===== src/rtl/pgb_sqrt.sv =====
`default_nettype none
// Digit-serial integer square root, two radicand bits per cycle.
module pgb_sqrt (
  input  wire logic        clk_i,
  input  wire logic        rst_ni,
  input  wire logic        start_i,
  input  wire logic [31:0] rad_i,
  output logic             done_o,
  output logic [15:0]      root_o
);
  logic [31:0] rad_q, rad_d;
  logic [17:0] rem_q, rem_d;
  logic [15:0] root_q, root_d;
  logic [4:0]  cnt_q, cnt_d;
  logic        busy_q, busy_d;
  logic [17:0] trial;
  logic [17:0] shifted;

  always_comb begin
    shifted = {rem_q[15:0], rad_q[31:30]};
    trial   = {root_q, 2'b01};
    rad_d   = rad_q;
    rem_d   = rem_q;
    root_d  = root_q;
    cnt_d   = cnt_q;
    busy_d  = busy_q;
    if (start_i) begin
      rad_d  = rad_i;
      rem_d  = '0;
      root_d = '0;
      cnt_d  = '0;
      busy_d = 1'b1;
    end else if (busy_q) begin
      rad_d = {rad_q[29:0], 2'b00};
      if (shifted >= trial) begin
        rem_d  = shifted - trial;
        root_d = {root_q[14:0], 1'b1};
      end else begin
        rem_d  = shifted;
        root_d = {root_q[14:0], 1'b0};
      end
      cnt_d = cnt_q + 5'd1;
      if (cnt_q == 5'd15) busy_d = 1'b0;
    end
  end

  always_ff @(posedge clk_i or negedge rst_ni) begin
    if (!rst_ni) begin
      busy_q <= 1'b0;
      cnt_q  <= '0;
    end else begin
      busy_q <= busy_d;
      cnt_q  <= cnt_d;
    end
  end

  always_ff @(posedge clk_i) begin
    rad_q  <= rad_d;
    rem_q  <= rem_d;
    root_q <= root_d;
  end

  assign done_o = busy_q && (cnt_q == 5'd15);
  assign root_o = root_d;
endmodule
`default_nettype wire


===== config.mk =====
export PLATFORM = sky130hd
export DESIGN_NAME = pgb_sqrt
export DESIGN_NICKNAME = d
export VERILOG_FILES = /design/src/rtl/pgb_sqrt.sv
export SDC_FILE = /design/constraint.sdc
export NUM_CORES = 1
export LEC_CHECK = 0
export ABC_AREA = 1
export BUFFER_PORTS_ARGS = -buffer_cell sky130_fd_sc_hd__buf_4
export CAP_MARGIN = 40
export CORE_ASPECT_RATIO = 1.25
export CORE_UTILIZATION = 39
export DETAILED_ROUTE_END_ITERATION = 7
export SYNTH_ARGS = -nofsm -noshare
export SYNTH_HDL_FRONTEND = slang
export SYNTH_SLANG_ARGS = --single-unit

===== constraint.sdc =====
create_clock -name clk_i -period 2 [get_ports clk_i]
set_clock_uncertainty 0.05 [all_clocks]
set_input_delay 0.4 -clock clk_i [delete_from_list [all_inputs] [get_ports clk_i]]
set_output_delay 0.4 -clock clk_i [all_outputs]
set_load 0.01 [all_outputs]

# Yosys cells after proc, flatten, opt, wreduce, memory -nomap -nowiden
# Index checks and enable logic that the tools add are counted.
[op_classes]
addsub = 2
n_lt_le_gt_ge = 1
eq_ne = 1
muxes = 11
n_reduce_logical = 2
[op_table]
columns = ["operator", "count"]
rows = [
  ["$mux W32", 2],
  ["$mux W16", 3],
  ["$ge A18 B18 Y1", 1],
  ["$sub A16 B16 Y16", 1],
  ["$mux W5", 2],
  ["$add A5 B1 Y5 const B", 1],
  ["$eq A5 B4 Y1 const B", 1],
  ["$mux W1", 4],
  ["$reduce_bool A2 Y1", 1],
  ["$logic_and A1 B1 Y1", 1],
]
[totals]
reg_bits = 70
input_bits = 35
output_inout_bits = 17
elab_cells = 22

# Depth between registers and ports, before layout
[logic_depth]
depth_word = 4
mapped_depth = 14
depth_no_buf = 14

# Worst setup path before layout
# OpenSTA, ideal clock, no wires.
[synth_timing]
path_type = "flip-flop to output port"
startpoint = "register busy_q"
endpoint = "output root_o[10]"
t_arrival_ns = 1.598
t_required_ns = 1.550
setup_slack_ns = -0.048
stages_incl_launch_ff = 5
path_buffers = 1
cell_sequence = "dfrtp_1 > nor2_2 > clkinv_1 > buf_2 > o22ai_1"
[synth_between]
elab_chain_cells = 2
[synth_lines]
columns = ["element", "line", "text"]
rows = [
  ["from (decl)", "15", "logic busy_q, busy_d;"],
  ["from (signal assigned)", "52", "busy_q <= busy_d;"],
  ["$mux W16", "33", "end else if (busy_q) begin"],
  ["$mux W16", "27", "if (start_i) begin"],
  ["to (decl)", "9", "output logic [15:0] root_o"],
]
# Every way passes these cells.

# Worst setup path after layout
[layout_timing]
startpoint = "register rem_q[15]"
endpoint = "output root_o[0]"
[layout_between]
elab_chain_cells = 4
[layout_lines]
columns = ["element", "line", "text"]
rows = [
  ["from (decl)", "12", "logic [17:0] rem_q, rem_d;"],
  ["from (signal assigned)", "59", "rem_q <= rem_d;"],
  ["$ge A18 B18 Y1", "35", "if (shifted >= trial) begin"],
  ["$mux W1", "35", ""],
  ["$mux W16", "33", ""],
  ["$mux W16", "27", ""],
]
# Every way passes these cells.

==> flow_summary.toml <==
[power]
p_comb_share_pct = 59.5
total_power_mw = 8.46
max-vdd-ir-drop_mv = 0.589
power_switching_share_pct = 41.6
pwr-share-clk_pct = 17.8
internal_power_mw = 4.94
leakage_nw = 2.89
power.density_cell_area_nw_per_um2 = 1450
power.share.sequential_pct = 22.7
switching_power_mw = 3.52

[detailed_routing]
post_drt_via_cell_ratio = 4.87
wl_mm = 10.9
drtIter0Drc = 193
remaining_drc_errors = 0
wire_per_inst_microns = 13.6
drtAntennaViolNets = 0
dr_total_vias = 3916
drt_pre_antenna_iters = 4

[synthesis]
synth_xor_xnor_area_share_pct = 1.33
yosysWarningCount = 0
area_fraction_in_compound_gates_after_synthesis_pct = 4.52
yosys_register_bits = 70
syn-instance-count = 539
avgSynthCellArea_sq_um = 7.35
postSynth.topFlopCell = "edfxtp_1"
post_synth_fa_ha_maj_area_fraction_pct = 6.32
synth_top_family_by_area = "simple AND/OR/NAND/NOR gates"
muxShareOfSynthArea_pct = 0
post_synthesis_net_count = 594
yosys.area.top_type_share_pct = 24.3
synth_area_leaders = "edfxtp_1 24%, nand2_1 23%, dfxtp_1 16%"
synth_cell_types = 31
async_reset_ff_share_pct = 8.57
netlist_area_sq_um = 3960
synth_sequential_area_ratio_pct = 44.2
synth.largest_area_cell = "edfxtp_1"
synth-edff-count = 32
synth_simple_gate_area_share_pct = 34.6

[floorplanning]
initial_utilization_pct = 40.6
die_area_sq_um = 10600
chipWidth_microns = 92.2
placement_rows = 40
design.core.area_sq_um = 9760
floorplan.die.height_microns = 115
top_level_ports = 52

[clock_network]
cts_tree = "built"
clock_tree.buffer_depth = 2
clkSinkCount = 70
clkTransAtPathRegs_ns = 0.06
clock-root-buffer = "clkbuf_16"
cts_inserted_buffers = 9
clock_insertion_delay_worst_skew_ns = 0.34
clock_tree.htree_level_count = 3

[final_layout]
antenna-diode-count = 0
number_of_nets_in_the_layout = 728
fill_cells = 897
finalCoreUtilization_pct = 60.0
multi_input_area_sq_um = 2280
layout-area-overhead-vs-synth_pct = 47.7
final_layout_size_suffix_gt1_share_pct = 38.6
sequential_cell_area_sq_um = 1780

[timing]
period_needed_ns = 2.25
max_freq_ghz = 0.444
timing.final.crit_share_pct = 113
hold_slack_ns = 0.272
rsz0062_at_grt = "yes"
fin_tns_setup_ns = -0.850
finalMaxSlewViolations = 0
fin_ws_ns = -0.254
final_hold_viol_count = 0
worst_slew_margin_rel_pct = 76.9
tightest_slew_ns = 0.347
setup-violations-final = 15

[job]
maxCapViolCount = 0

[global_route]
grt_antenna_before_repair = 0
grt_util_all_layers_pct = 21.8
global_route.usage.met1_pct = 24.1
maximum_number_of_pins_on_one_net_before_global_route_repair = 37
grt_pass1_wl_mm = 18.1
grt_util_met2_pct = 39.1
grt_pass1_vias = 4035
global_route.overflow_total = 0
busiest_layer = "met2"
met3_routing_resource_usage_after_global_routing_pct = 3.39

[critical_path]
worst-endpoint-arrival_ns = 1.80
timing.critical_path.fanout_max = 3
critPathCaptureType = "output pin"
cp.required_ns = 1.55
worst_setup_path_start_kind = "flip-flop"
timing_worst_setup_path_type = "reg -> out"

[place]
gpl.final_weighted_congestion = 0.906
port-buffer-count = 51
place_hpwl_mm = 7.34

[hold_path]
worstHoldPathType = "in -> reg"

[status]
failed_checks = "negative setup slack"
status = "finished with violations"
[routing by layer]
metal  vias to the layer above  wire length, microns
met5                         -                     0
met4                         0                   541
met3                        40                   372
met2                        95                  5460
met1                      1810                  4520
li1                       1971                     -
[critical path, cell delays in order (launching register included)]
cell and delay (ns):
dfxtp_1 0.38, ha_4 0.24, a21o_1 0.19, nor2_2 0.11, nand2_2 0.07, nor2_4 0.15, nand2_4 0.07, nand2_4 0.07
o21ai_2 0.05, buf_4 0.14
[cell type report]
type | instances | area share, %
Clock buffer | 10 | 3.91
Clock inverter | 6 | 0.791
Inverter | 76 | 4.94
Multi-Input combinational cell | 379 | 39.0
Sequential cell | 70 | 30.3
Tap cell | 126 | 2.69
Timing Repair Buffer | 137 | 18.3
[power by group through the flow]
stage / registers, mW / logic, mW / clock network, mW
after floorplan: 1.85 / 2.58 / 0
after global placement: 1.86 / 3.77 / 0
after detailed placement: 1.87 / 3.79 / 0
after CTS: 1.91 / 4.57 / 1.53
after global routing: 1.94 / 5.57 / 1.60
final: 1.92 / 5.03 / 1.51
[kinds of logic (layout without fill, tap and decap cells)]
logic type / count (synthesis) / count (layout)
AND/OR/NAND/NOR: 322 / 322
buffers and inverters: 90 / 229
flip-flops: 70 / 70
AO/OA/AOI/OAI: 31 / 31
adder cells (fa/ha/maj): 20 / 20
XOR/XNOR: 6 / 6
[synthesized netlist by cell type (all sizes together) (4+ instances only)]
| cell type | count |
|---|---|
| nor2 | 18 |
| nand4 | 4 |
| buf | 7 |
| o21ai | 5 |
| nand3b | 11 |
| dfxtp | 32 |
| ha | 20 |
| edfxtp | 32 |
| xnor2 | 5 |
| nand3 | 32 |
| clkbuf | 7 |
| nor3 | 6 |
| and2 | 5 |
| nand2 | 245 |
| o22ai | 16 |
| dfrtp | 6 |
| a21oi | 8 |
| inv | 75 |
[worst paths after layout]
path	startpoint	endpoint	slack, ns	cells after the start
worst max-delay path	rem_q[15]$_SDFFE_PP0P_	root_o[0]	-0.25	9
worst min-delay path	rad_i[1]	rad_q[1]$_SDFFCE_PN0P_	0.27	3
worst max register to register	root_q[3]$_DFF_P_	rem_q[10]$_SDFFE_PP0P_	-0.19	19
worst min register to register	rem_q[7]$_SDFFE_PP0P_	rem_q[7]$_SDFFE_PP0P_	0.43	2
max in group asynchronous	rst_ni	busy_q$_DFF_PN0_	1.42	2
min in group asynchronous	rst_ni	cnt_q[0]$_DFFE_PN0P_	0.35	2
[sequential cells by signal, indices dropped and copies added (netlist names)]
name    cells
cnt_q       5
root_q     16
busy_q      1
rad_q      32
rem_q      16
[metrics by stage]
stage | instances | setup slack, ns | cell area, sq um
after global placement | 763 | -0.0938 | 4900
after CTS | 801 | -0.237 | 5690
after floorplan | 539 | 0.00931 | 3970
after detailed placement | 763 | -0.116 | 4900
final | 804 | -0.254 | 5850
after global routing | 804 | -0.335 | 5850
[cells in the final DEF, fill, tap and decap left out, drive strengths merged]
cell type and count:
nand2 245, buf 136, inv 77, edfxtp 32, nand3 32, dfxtp 32, ha 20, nor2 18
o22ai 16, nand3b 11, clkbuf 10, a21oi 8, dfrtp 6, nor3 6, xnor2 5, and2 5
o21ai 5, nand4 4, clkinvlp 3, clkinv 2, a21o 1, xor2 1, a31oi 1, nor4 1
dlygate4sd3 1
[timing repair]
| item | 4_1_cts | 5_1_grt |
|---|---|---|
| endpoints found under the hold margin | 6 | 0 |
| endpoints found under the setup margin | 16 | 18 |
| gates resized for setup | 80 | 47 |
| pin swaps | 27 | 33 |
| setup buffers | 21 | 7 |
| hold buffers | 1 | 0 |
(Power assumes the default switching activity.)
