--- src/rtl/pgb_div.sv ---
`default_nettype none
// Restoring divider, one quotient bit per cycle.
module pgb_div #(
  parameter int unsigned NumW = 26,
  parameter int unsigned DenW = 15
) (
  input  wire logic            clk_i,
  input  wire logic            rst_ni,
  input  wire logic            start_i,
  input  wire logic [NumW-1:0] num_i,
  input  wire logic [DenW-1:0] den_i,
  output logic                 done_o,
  output logic [NumW-1:0]      quo_o
);
  localparam int unsigned CntW = $clog2(NumW + 1);

  logic [NumW-1:0] num_q, num_d;
  logic [DenW-1:0] den_q, den_d;
  logic [DenW:0]   rem_q, rem_d;
  logic [CntW-1:0] cnt_q, cnt_d;
  logic            busy_q, busy_d;
  logic [DenW:0]   sh;

  always_comb begin
    sh = {rem_q[DenW-1:0], num_q[NumW-1]};
    num_d = num_q;
    den_d = den_q;
    rem_d = rem_q;
    cnt_d = cnt_q;
    busy_d = busy_q;
    if (start_i) begin
      num_d = num_i;
      den_d = den_i;
      rem_d = '0;
      cnt_d = '0;
      busy_d = 1'b1;
    end else if (busy_q) begin
      if (sh >= {1'b0, den_q}) begin
        rem_d = sh - {1'b0, den_q};
        num_d = {num_q[NumW-2:0], 1'b1};
      end else begin
        rem_d = sh;
        num_d = {num_q[NumW-2:0], 1'b0};
      end
      cnt_d = cnt_q + 1'b1;
      if (cnt_q == CntW'(NumW - 1)) busy_d = 1'b0;
    end
  end

  always_ff @(posedge clk_i or negedge rst_ni) begin
    if (!rst_ni) begin
      busy_q <= 1'b0;
      cnt_q <= '0;
    end else begin
      busy_q <= busy_d;
      cnt_q <= cnt_d;
    end
  end

  always_ff @(posedge clk_i) begin
    num_q <= num_d;
    den_q <= den_d;
    rem_q <= rem_d;
  end

  assign done_o = busy_q && (cnt_q == CntW'(NumW - 1));
  assign quo_o = num_d;
endmodule
`default_nettype wire

--- config.mk ---
export PLATFORM = sky130hd
export DESIGN_NAME = pgb_div
export DESIGN_NICKNAME = d
export VERILOG_FILES = /design/src/rtl/pgb_div.sv
export SDC_FILE = /design/constraint.sdc
export NUM_CORES = 1
export LEC_CHECK = 0
export BUFFER_PORTS_ARGS = -buffer_cell sky130_fd_sc_hd__buf_2
export CAP_MARGIN = 20
export CORE_MARGIN = 1.5
export CORE_UTILIZATION = 59
export DETAILED_ROUTE_END_ITERATION = 10
export PLACE_DENSITY = 0.84
export SYNTH_ARGS = -nofsm -noshare
export SYNTH_HDL_FRONTEND = slang
export SYNTH_SLANG_ARGS = --single-unit
--- constraint.sdc ---
create_clock -name clk_i -period 4.57 [get_ports clk_i]
set_input_delay 0 -clock clk_i [delete_from_list [all_inputs] [get_ports clk_i]]
set_output_delay 0 -clock clk_i [all_outputs]
set_load 0.02 [all_outputs]
Word-level counts from Yosys, hierarchy flattened
Index checks and enable logic that the tools add are counted.
- reductions and logical operators: 2
- eq/ne operators: 1
- add/sub/neg operators: 2
- magnitude comparators: 1
- multiplexer cells: 9
- operators by type and width (cell ; count):
    $mux 26 ; 2
    $ge 16x15->1 ; 1
    $mux 15 ; 1
    $sub 15x15->15 ; 1
    $mux 5 ; 2
    $add 5x1->5 const B ; 1
    $eq 5x5->1 const B ; 1
    $mux 1 ; 4
    $reduce_bool 2->1 ; 1
    $logic_and 1x1->1 ; 1
- output and inout bits: 27
- bits of input ports: 44
- logic and storage cells: 20
- bits in registers: 62

Longest topological paths before layout
Gate-level depths: netlist of the first run.
- depth in word-level cells: 4
- gate-level depth with buffers: 12

Worst setup path before layout of the first run
Ideal clock, no wire load.
- path kind: reg-to-reg
- start: reg num_q[25]
- end: reg num_q[0]
- slack: 1.912 ns
- data arrival time: 2.427 ns
- library setup time: 0.231 ns
- cell stages (with the launch flop): 13
- path through: dfxtp_1 inv_1 ha_1 inv_1 fa_1 a211oi_1 o21ai_0 a21o_1 a21o_1 buf_6 buf_8 mux2i_1 o21ai_0
- longest elaborated chain between the ends: 4
- ends and longest elaborated chain (item ; RTL line ; text):
    start, declared ; 17 ; logic [NumW-1:0] num_q, num_d;
    start signal, assigned ; 61 ; num_q <= num_d;
    $ge 16x15->1 ; 38 ; if (sh >= {1'b0, den_q}) begin
    $mux 1 ; 38 ;
    $mux 26 ; 37 ; end else if (busy_q) begin
    $mux 26 ; 31 ; if (start_i) begin
    net quo_o[0] ; 13 ; output logic [NumW-1:0] quo_o
The timed path passes the listed nets, and every way through them passes these cells.
A chain may end at the register's enable or synchronous reset.

Final worst setup path of the first run
- start: reg num_q[25]
- end: out quo_o[0]
- longest elaborated chain between the ends: 4
- ends and longest elaborated chain (item ; RTL line):
    $ge 16x15->1 ; 38
    $mux 1 ; 38
    $mux 26 ; 37
    $mux 26 ; 31
    end, declared ; 13
No other way between the ends.

==> metrics.txt, run 1 <==
status=finished clean; Critical Path End Type=output pin; Power Density=431 mW/mm²; clock slew at reported path FFs=0.07 ns; CP Class=reg -> out; vias in the first global route=3124; post-synthesis compound-gate area fraction=0.189; Tmin final=3.24 ns; CTS tree=done; Arrival @ worst endpoint=between 3 and 4 ns; Max Clock Skew=0.00783 ns; setup TNS=0 ns; clock buffer count from CTS=9; drt drc=0; worst-skew pair later-pin latency=~0.35 ns; DRT antenna net count=0; Synth area leader=dfxtp_1; Final Setup Violations=0; RR Endpoint=rem_q[0]; register area share after synthesis=0.429; Via Count=3177; Distinct cells, synth=50; Peak VDD IR=286 µV; grt total ovfl=0; total routed wirelength=~9000 µm; Critical Path Sink=quo_o[0]; Hold Fails Final Rpt=0; Longest Clk Path Bufs=2; fin crit share=0.708; max-slew violation count=0; worst hold path class=in -> async; core area=0.00547 mm²; row count=27; Synth Cell Area=~0.0033 mm²; post-CTS sizing=0; Area Growth Syn to Fin=29.5%; largest family of logic cells by synthesized area=compound AO/OA/AOI/OAI gates; Initial Util=0.605; Syn Inst Count=362; antenna violations before repair=0; Ports=71; Antenna Cells=0; multi-input logic area=about 0.0017 mm²; first-pass GRT wire length=14300 µm; Rel. slew slack=0.527; largest fanout on the critical path=17; detailed placement HPWL=4950 µm; Slew @ Worst Pin=0.710 ns; syn_area_per_cell=approximately 9.1 µm²; All-Layer GR Usage=0.302; # fillers=366; fmax=between 300 and 400 MHz; die span in x=77.9 µm; nets=531; Synth area leaders=dfxtp_1 (25%), edfxtp_1 (14%), mux2i_1 (8.5%); Startpoint Class=flop; via/cell ratio=5.82; post-synthesis register bit count=between 60 and 70; reg2reg start=num_q[25]; CP Launch Point=num_q[25]; P_leak=2.07 nW; data required time of the worst path=4.57 ns; Hold Buf Count CTS=42; Die Y=77.9 µm; clock sink total=62; XOR/XNOR Fraction of Synth Area=0.0344; share of cells above drive strength 1=0.203; Post-synth ARST share=0.0968; die area=0.00607 mm²; number of flops mapped to enable cells by yosys=15; Net Count, Synth=about 420; max cap viols=0; Seq. cell area=0.00142 mm²; yosys warns=0; CTS H-tree depth=3; gp weighted congestion=0.883; Post-Synth Adder-Cell Area=0.0703; RSZ-0062 raised after global routing=no; cells on worst reg2reg path=10; largest net degree at the start of global routing=70; Pre-antenna DRT Iters=5; routed len/inst=16.1 µm; CTS Root Cell=clkbuf_8; I/O Buffers=70; post-synthesis mux area share=0.0846; Post-Synth Simple-Gate Area=0.139; worst hold margin=0.00235 ns; Final Power=1.85 mW; Iteration-0 DRC Markers=287; Reg2Reg Setup Slack=1.72 ns; Yosys top cell area share=0.248; Most used DFF post-synth=dfxtp_1; setup bufs post-CTS=0
==> where the power goes <==
part / internal, mW / switching (mW) / total (mW) / leakage (nW)
sequential: 0.641 / 0.0592 / 0.700 / 0.563
combinational: 0.276 / 0.405 / 0.681 / 1.41
clock: 0.232 / 0.236 / 0.468 / 0.103
==> worst max-delay path, stage by stage (launching register included) <==
cell	delay (ns)
dfxtp_1	0.31
inv_1	0.07
ha_1	0.18
inv_1	0.06
fa_1	0.41
a211oi_1	0.48
o21ai_0	0.18
a21o_1	0.22
a21o_1	0.43
mux2i_1	0.24
o21ai_0	0.12
buf_2	0.19
==> registers in the layout (all words and copies together) (netlist names) <==
| signal | count |
|---|---|
| rem_q | 15 |
| busy_q | 1 |
| cnt_q | 5 |
| num_q | 26 |
| den_q | 15 |
==> metal layers <==
metal,routed length (µm),vias up,track usage
li1,-,1513,-
met2,4490,125,0.524
met4,334,0,0.171
met3,388,36,0.0576
met1,3570,1503,0.347
met5,0,-,0
==> cell usage in the layout (no fill, tap or decap), types with 2 or more instances in the layout <==
master / Yosys / final
a31oi_1: 3 / 3
ha_1: 17 / 17
o211ai_1: 2 / 2
o21ai_0: 40 / 40
nor3_1: 4 / 4
a311oi_1: 7 / 7
inv_6: 0 / 2
buf_2: 3 / 70
nand4_1: 5 / 5
a211oi_1: 4 / 4
mux2i_1: 28 / 28
inv_4: 0 / 2
clkbuf_8: 0 / 9
clkinv_2: 0 / 2
nand3_1: 7 / 7
o21bai_1: 3 / 3
and3_1: 3 / 3
buf_4: 0 / 2
or3_1: 2 / 2
nand2_1: 52 / 52
xor2_1: 7 / 7
dlygate4sd3_1: 0 / 42
a21o_1: 4 / 4
nor2_1: 26 / 26
nor2b_1: 2 / 2
dfrtp_1: 6 / 5
dfxtp_1: 41 / 41
inv_1: 22 / 22
xnor2_1: 6 / 6
o41ai_1: 2 / 2
edfxtp_1: 15 / 15
a21oi_1: 16 / 16
==> cell usage after synthesis (all sizes together), types with 2 or more instances <==
library cell,number
nand2,52
dfxtp,41
o21ai,40
mux2i,28
nor2,26
inv,22
a21oi,17
ha,17
edfxtp,15
buf,9
clkbuf,9
a311oi,7
nand3,7
xor2,7
dfrtp,6
xnor2,6
a211oi,5
nand4,5
a21o,4
nor3,4
a31oi,3
and3,3
o21bai,3
nor2b,2
o211ai,2
o31ai,2
o41ai,2
or3,2
==> cell families (layout without fill, tap and decap cells) <==
group                      after synthesis  after routing
buffers and inverters                   41            153
DFF                                     62             62
and+or+nand+nor                        105            105
adders and majority gates               18             18
muxes                                   28             28
xor gates and xnor gates                13             13
AOI/OAI and AO/OA                       95             95
==> layout make-up <==
cell class,instances,share of cell area
clock inverter,6,0.00934
inverter,23,0.0201
sequential,62,0.332
timing repair buffer,114,0.183
clock buffer,10,0.0347
multi-input combinational,259,0.400
tap,72,0.0210
==> worst min path at each step <==
| stage | start | to | cells after the start |
|---|---|---|---|
| floorplan | rst_ni | busy_q | 0 |
| finish | rst_ni | cnt_q[3] | 2 |
| detailed placement | rst_ni | cnt_q[4] | 1 |
| global placement | rst_ni | cnt_q[4] | 1 |
| global route | rst_ni | cnt_q[3] | 2 |
| CTS | rst_ni | cnt_q[3] | 2 |
==> metrics by stage <==
| stage | worst slack, ns | cell area [µm²] | utilization | std cells |
|---|---|---|---|---|
| detailed placement | 1.84 | 3680 | 0.672 | 488 |
| global placement | 1.93 | 3680 | 0.672 | 488 |
| CTS | 1.48 | 4290 | 0.783 | 546 |
| finish | 1.33 | 4290 | 0.783 | 546 |
| global route | 1.12 | 4290 | 0.783 | 546 |
| floorplan | 1.91 | 3310 | - | 362 |
Note: power is estimated with default switching activity, not from simulation.
==> run 2, diff against run 1 <==
--- a/config.mk
+++ b/config.mk
@@ -8,9 +8,9 @@
 export BUFFER_PORTS_ARGS = -buffer_cell sky130_fd_sc_hd__buf_2
 export CAP_MARGIN = 20
 export CORE_MARGIN = 1.5
-export CORE_UTILIZATION = 59
+export CORE_UTILIZATION = 49
 export DETAILED_ROUTE_END_ITERATION = 10
-export PLACE_DENSITY = 0.84
+export PLACE_DENSITY = 0.75
 export SYNTH_ARGS = -nofsm -noshare
 export SYNTH_HDL_FRONTEND = slang
 export SYNTH_SLANG_ARGS = --single-unit
==> constraint.sdc (replaced) <==
create_clock -name clk_i -period 2.77 [get_ports clk_i]
set_input_delay 0 -clock clk_i [delete_from_list [all_inputs] [get_ports clk_i]]
set_output_delay 0 -clock clk_i [all_outputs]
set_load 0.02 [all_outputs]
==> run 2 against run 1 <==
The flow now finishes with violations (DRC). Design area up 2.7%. Register-to-register slack worse by 1.5 ns. Clock skew up 0.0012 ns. Sequential share of layout area down 0.87 points. Power up 72%. Clock-buffer cell count up 3. Critical path depth unchanged. Die area up 20%.
==> metrics.txt, run 2 (synthesized netlist as in run 1, its figures left out) <==
Pre-antenna DRT Iters=7; setup TNS=0 ns; max cap viols=0; Placed Area=around 0.0037 mm²; Post-Layout Cell Count=roughly 560; grt total ovfl=0; largest registers=num_q x26, den_q x15, rem_q x15; P_leak=between 2 and 2.5 nW; Slew @ Worst Pin=0.713 ns; most frequent cells in the layout=buf_2 (70), nand2_1 (52), dlygate4sd3_1 (43), dfxtp_1 (41), o21ai_0 (40); nets=539; RSZ-0062 raised after global routing=no; Final Power=3.18 mW; worst hold margin=~0.14 ns; register name with the most flops=num_q; Longest Clk Path Bufs=2; Antenna Cells=0; DRT antenna net count=0; Rel. slew slack=0.524; Power Density=722 mW/mm²; multi-input logic area=0.00173 mm²; # fillers=511; CP Class=reg -> out; total routed wirelength=~8000 µm; Via Count=3043; routed len/inst=14.6 µm; vias in the first global route=2920; die span in x=~85 µm; gp weighted congestion=0.855; Finished Cell Area=0.00440 mm²; final worst setup slack=0.153 ns; Seq. cell area=0.00142 mm²; Die Y=85.2 µm; status=complete, but fails checks; Ports=71; via/cell ratio=~5.4; CTS H-tree depth=3; CTS Root Cell=clkbuf_8; Iteration-0 DRC Markers=176; clock slew at reported path FFs=0.07 ns; pre-CTS WS=0.201 ns; Area Growth Syn to Fin=32.9%; core area=0.00642 mm²; Initial Util=0.516; share of cells above drive strength 1=0.216; All-Layer GR Usage=0.235; Tmin final=2.62 ns; Hold Fails Final Rpt=0; Critical Path End Type=output pin; max-slew violation count=0; row count=29; worst hold path class=in -> reg; largest net degree at the start of global routing=56; fmax=about 380 MHz; failing checks=DRC; fin crit share=0.945; clock sink total=62; most common cell after layout, fill and taps aside=buf_2; antenna violations before repair=0; max reg flops=26; Peak VDD IR=390 µV; Max Clock Skew=0.00907 ns; CTS tree=done; drt drc=1; Arrival @ worst endpoint=2.62 ns; Startpoint Class=flop; largest fanout on the critical path=5; utilization after layout=0.686; detailed placement HPWL=roughly 5000 µm; first-pass GRT wire length=13300 µm; data required time of the worst path=around 2.8 ns; die area=between 0.007 and 0.008 mm²; worst-skew pair later-pin latency=0.36 ns; Placed Cells=496; Final Setup Violations=0; clock buffer count from CTS=9; I/O Buffers=70
run 2: changes by cell type in the layout (fill, tap and decap cells not counted), sizes merged:
cell         delta
dlygate4sd3     +1
buf             +7
inv             -3
clkbuf          +3
run 2: timing repair:
item / in CTS / in global routing
resized for setup: 3 / 1
setup endpoints to repair: 1 / 1
hold buffers: 43 / 0
pin swaps: 0 / 1
hold endpoints to repair: 47 / 0
setup buffers: 0 / 4
run 2: area by class of cell:
cell class | count | area share
multi-input cells | 259 | 0.392
flip-flops and latches | 62 | 0.323
repair buffers | 122 | 0.193
clock buffers | 13 | 0.0460
well taps | 77 | 0.0219
inverters | 23 | 0.0196
clock inverters | 3 | 0.00426
run 2: critical path: stages (launching register included):
cell and delay, ns:
dfxtp_1 0.32, inv_1 0.07, ha_1 0.17, inv_1 0.06, fa_1 0.41, a211oi_2 0.23
o21ai_0 0.12, a21o_1 0.21, a21o_4 0.25, mux2i_1 0.13, o21ai_0 0.11, buf_2 0.18
run 2: metal layers:
metal | routed length (µm) | vias up | GRT usage
met1 | 3450 | 1392 | 0.280
met2 | 4010 | 97 | 0.390
met4 | 306 | 0 | 0.136
li1 | - | 1525 | -
met5 | 0 | - | 0
met3 | 376 | 29 | 0.0506
run 2: power breakdown:
| part | leakage, nW | internal (mW) | total (mW) | switching (mW) |
|---|---|---|---|---|
| combinational | 1.45 | 0.510 | 1.17 | 0.660 |
| clock | 0.115 | 0.489 | 0.861 | 0.372 |
| sequential | 0.563 | 1.06 | 1.15 | 0.0885 |
| total | 2.12 | 2.06 | 3.18 | 1.12 |
run 2: path summary, 6_finish.rpt:
path	from	endpoint	slack, ns	cells past startpoint
setup / recovery	num_q[25]	quo_o[0]	0.15	11
hold / removal	start_i	cnt_q[2]	0.14	2
setup reg to reg	num_q[25]	rem_q[12]	0.20	12
hold reg to reg	rem_q[8]	rem_q[9]	0.50	2
max in group asynchronous	rst_ni	busy_q	1.96	3
min in group asynchronous	rst_ni	cnt_q[0]	0.57	3
==> run 3, diff against run 2 <==
--- a/config.mk
+++ b/config.mk
@@ -10,7 +10,7 @@
 export CORE_MARGIN = 1.5
 export CORE_UTILIZATION = 49
 export DETAILED_ROUTE_END_ITERATION = 10
-export PLACE_DENSITY = 0.75
+export PLACE_DENSITY = 0.76
 export SYNTH_ARGS = -nofsm -noshare
 export SYNTH_HDL_FRONTEND = slang
 export SYNTH_SLANG_ARGS = --single-unit
==> run 3 against run 2 <==
The flow still finishes with violations (DRC). Highest routed layer unchanged. Largest cell class unchanged. Die area unchanged. First-iteration DRC count decreased by 19%. Sequential power about the same.
==> metrics.txt, run 3 (synthesized netlist as in run 1, its figures left out) <==
Post-Layout Cell Count=around 560; Peak VDD IR=433 µV; P_leak=2.10 nW; utilization after layout=0.679; Longest Clk Path Bufs=2; via/cell ratio=5.50; Power Density=just over 700 mW/mm²; nets=537; drt drc=1; clock buffer count from CTS=9; Max Clock Skew=between 0.009 and 0.01 ns; RR Endpoint=rem_q[12]; die span in x=85.2 µm; Critical Path End Type=output pin; largest registers=num_q x26, den_q x15, rem_q x15; Placed Cells=between 400 and 500; CP Class=reg -> out; failing checks=DRC; reg2reg start=num_q[25]; Startpoint Class=flop; cells on worst reg2reg path=12; Final Setup Violations=0; I/O Buffers=70; worst hold path class=in -> async; CTS tree=done; CTS H-tree depth=3; antenna violations before repair=0; gp weighted congestion=0.921; Reg2Reg Setup Slack=around 0.16 ns; Cell Chain, Critical Path=inv_1 > ha_1 > a211oi_4 > o211ai_1 > a311o_1 > a21o_4 > mux2i_1 > o21ai_0 > buf_2; Hold Fails Final Rpt=0; fin crit share=0.944; Buf/Inv on CP=2; vias in the first global route=~3000; Seq. cell area=between 0.001 and 0.0015 mm²; row count=29; multi-input logic area=0.00173 mm²; clock sink total=62; Rel. slew slack=0.521; Ports=71; Via Count=3064; grt total ovfl=0; # fillers=489; total routed wirelength=8050 µm; core area=0.00642 mm²; largest net degree at the start of global routing=56; fmax=383 MHz; detailed placement HPWL=5080 µm; Initial Util=0.516; first-pass GRT wire length=13700 µm; Slew @ Worst Pin=0.719 ns; All-Layer GR Usage=0.239; die area=0.00726 mm²; Pre-antenna DRT Iters=8; max cap viols=0; Worst path slowest cell=ha_1; Iteration-0 DRC Markers=143; Area Growth Syn to Fin=31.7%; Die Y=85.2 µm; Antenna Cells=0; CTS Root Cell=clkbuf_8; routed len/inst=roughly 14 µm; DRT antenna net count=0; largest fanout on the critical path=6; Arrival @ worst endpoint=2.61 ns; Crit path max-delay family=compound AO/OA/AOI/OAI gates; worst-skew pair later-pin latency=0.34 ns; max-slew violation count=0; slowest stage delay, CP=0.39 ns; most common cell after layout, fill and taps aside=buf_2; clock slew at reported path FFs=roughly 0.070 ns; max reg flops=26; most frequent cells in the layout=buf_2 (70), nand2_1 (52), dlygate4sd3_1 (42), dfxtp_1 (41), o21ai_0 (40); share of cells above drive strength 1=0.217; data required time of the worst path=2.77 ns; register name with the most flops=num_q; Final Power=3.09 mW; status=complete, but fails checks; Tmin final=2.61 ns
==> run 3: cell count changes in the layout (fill, tap and decap cells not counted) <==
cell / previous run / this run
clkinvlp_4: 0 / 1
dlygate4sd3_1: 43 / 42
clkbuf_1: 1 / 0
buf_4: 9 / 8
clkbuf_8: 9 / 10
clkbuf_16: 3 / 1
clkinv_2: 2 / 1
a2111oi_1: 1 / 0
inv_4: 0 / 1
inv_6: 1 / 2
a2111oi_0: 0 / 1
==> run 3: metal layers <==
metal  vias to the layer above  global-route usage  routed length [µm]
met5                         -                   0                   0
met4                         0               0.128                 332
met3                        32              0.0603                 398
met2                       106               0.395                3890
met1                      1407               0.287                3430
li1                       1519                   -                   -
==> run 3: what timing repair did <==
item / in CTS / in global routing
pin swaps: 0 / 2
endpoints found under the hold margin: 47 / 0
endpoints found under the setup margin: 1 / 1
hold buffers: 42 / 0
buffers inserted: 0 / 3
resized for setup: 3 / 0
==> run 3: worst max path at each step <==
stage | to | start | depth (start not counted) | slack, ns
floorplan | num_q[0] | num_q[25] | 12 | 0.11
global route | quo_o[0] | num_q[25] | 11 | -0.004
global placement | quo_o[0] | num_q[25] | 11 | 0.25
finish | quo_o[0] | den_q[13] | 9 | 0.16
CTS | quo_o[0] | num_q[25] | 11 | 0.05
detailed placement | quo_o[0] | num_q[25] | 11 | 0.19
==> run 3: layout make-up <==
class	instances	share of cell area
sequential	62	0.326
multi-input combinational	259	0.396
timing repair buffer	120	0.190
clock buffer	11	0.0373
clock inverter	5	0.00832
inverter	23	0.0198
tap	77	0.0221
==> run 3: stage by stage <==
stage / hold WS, ns / TNS (ns) / setup slack, ns / cell area (µm²)
final: 0.0111 / 0 / 0.156 / 4360
after global routing: 0.0150 / -0.00437 / -0.00437 / 4360
after CTS: 0.0115 / 0 / 0.0465 / 4340
after detailed placement: -0.163 / 0 / 0.190 / 3710
after global placement: -0.166 / 0 / 0.246 / 3710
after floorplan: -0.296 / 0 / 0.112 / 3310
==> run 3: worst register-to-register path, stage by stage (launching register included) <==
cell and delay [ns]:
dfxtp_1 0.31, inv_1 0.06, ha_1 0.16, inv_1 0.05, fa_1 0.42, a211oi_2 0.22, buf_4 0.14, buf_4 0.10
o21ai_0 0.13, a2111oi_0 0.50, nor3_1 0.15, xnor2_1 0.18, o21bai_1 0.07
==> run 3: report_power, final <==
| part | internal [mW] | switching (mW) |
|---|---|---|
| Sequential | 1.06 | 0.0908 |
| Combinational | 0.499 | 0.657 |
| Clock | 0.409 | 0.378 |
| Total | 1.97 | 1.13 |
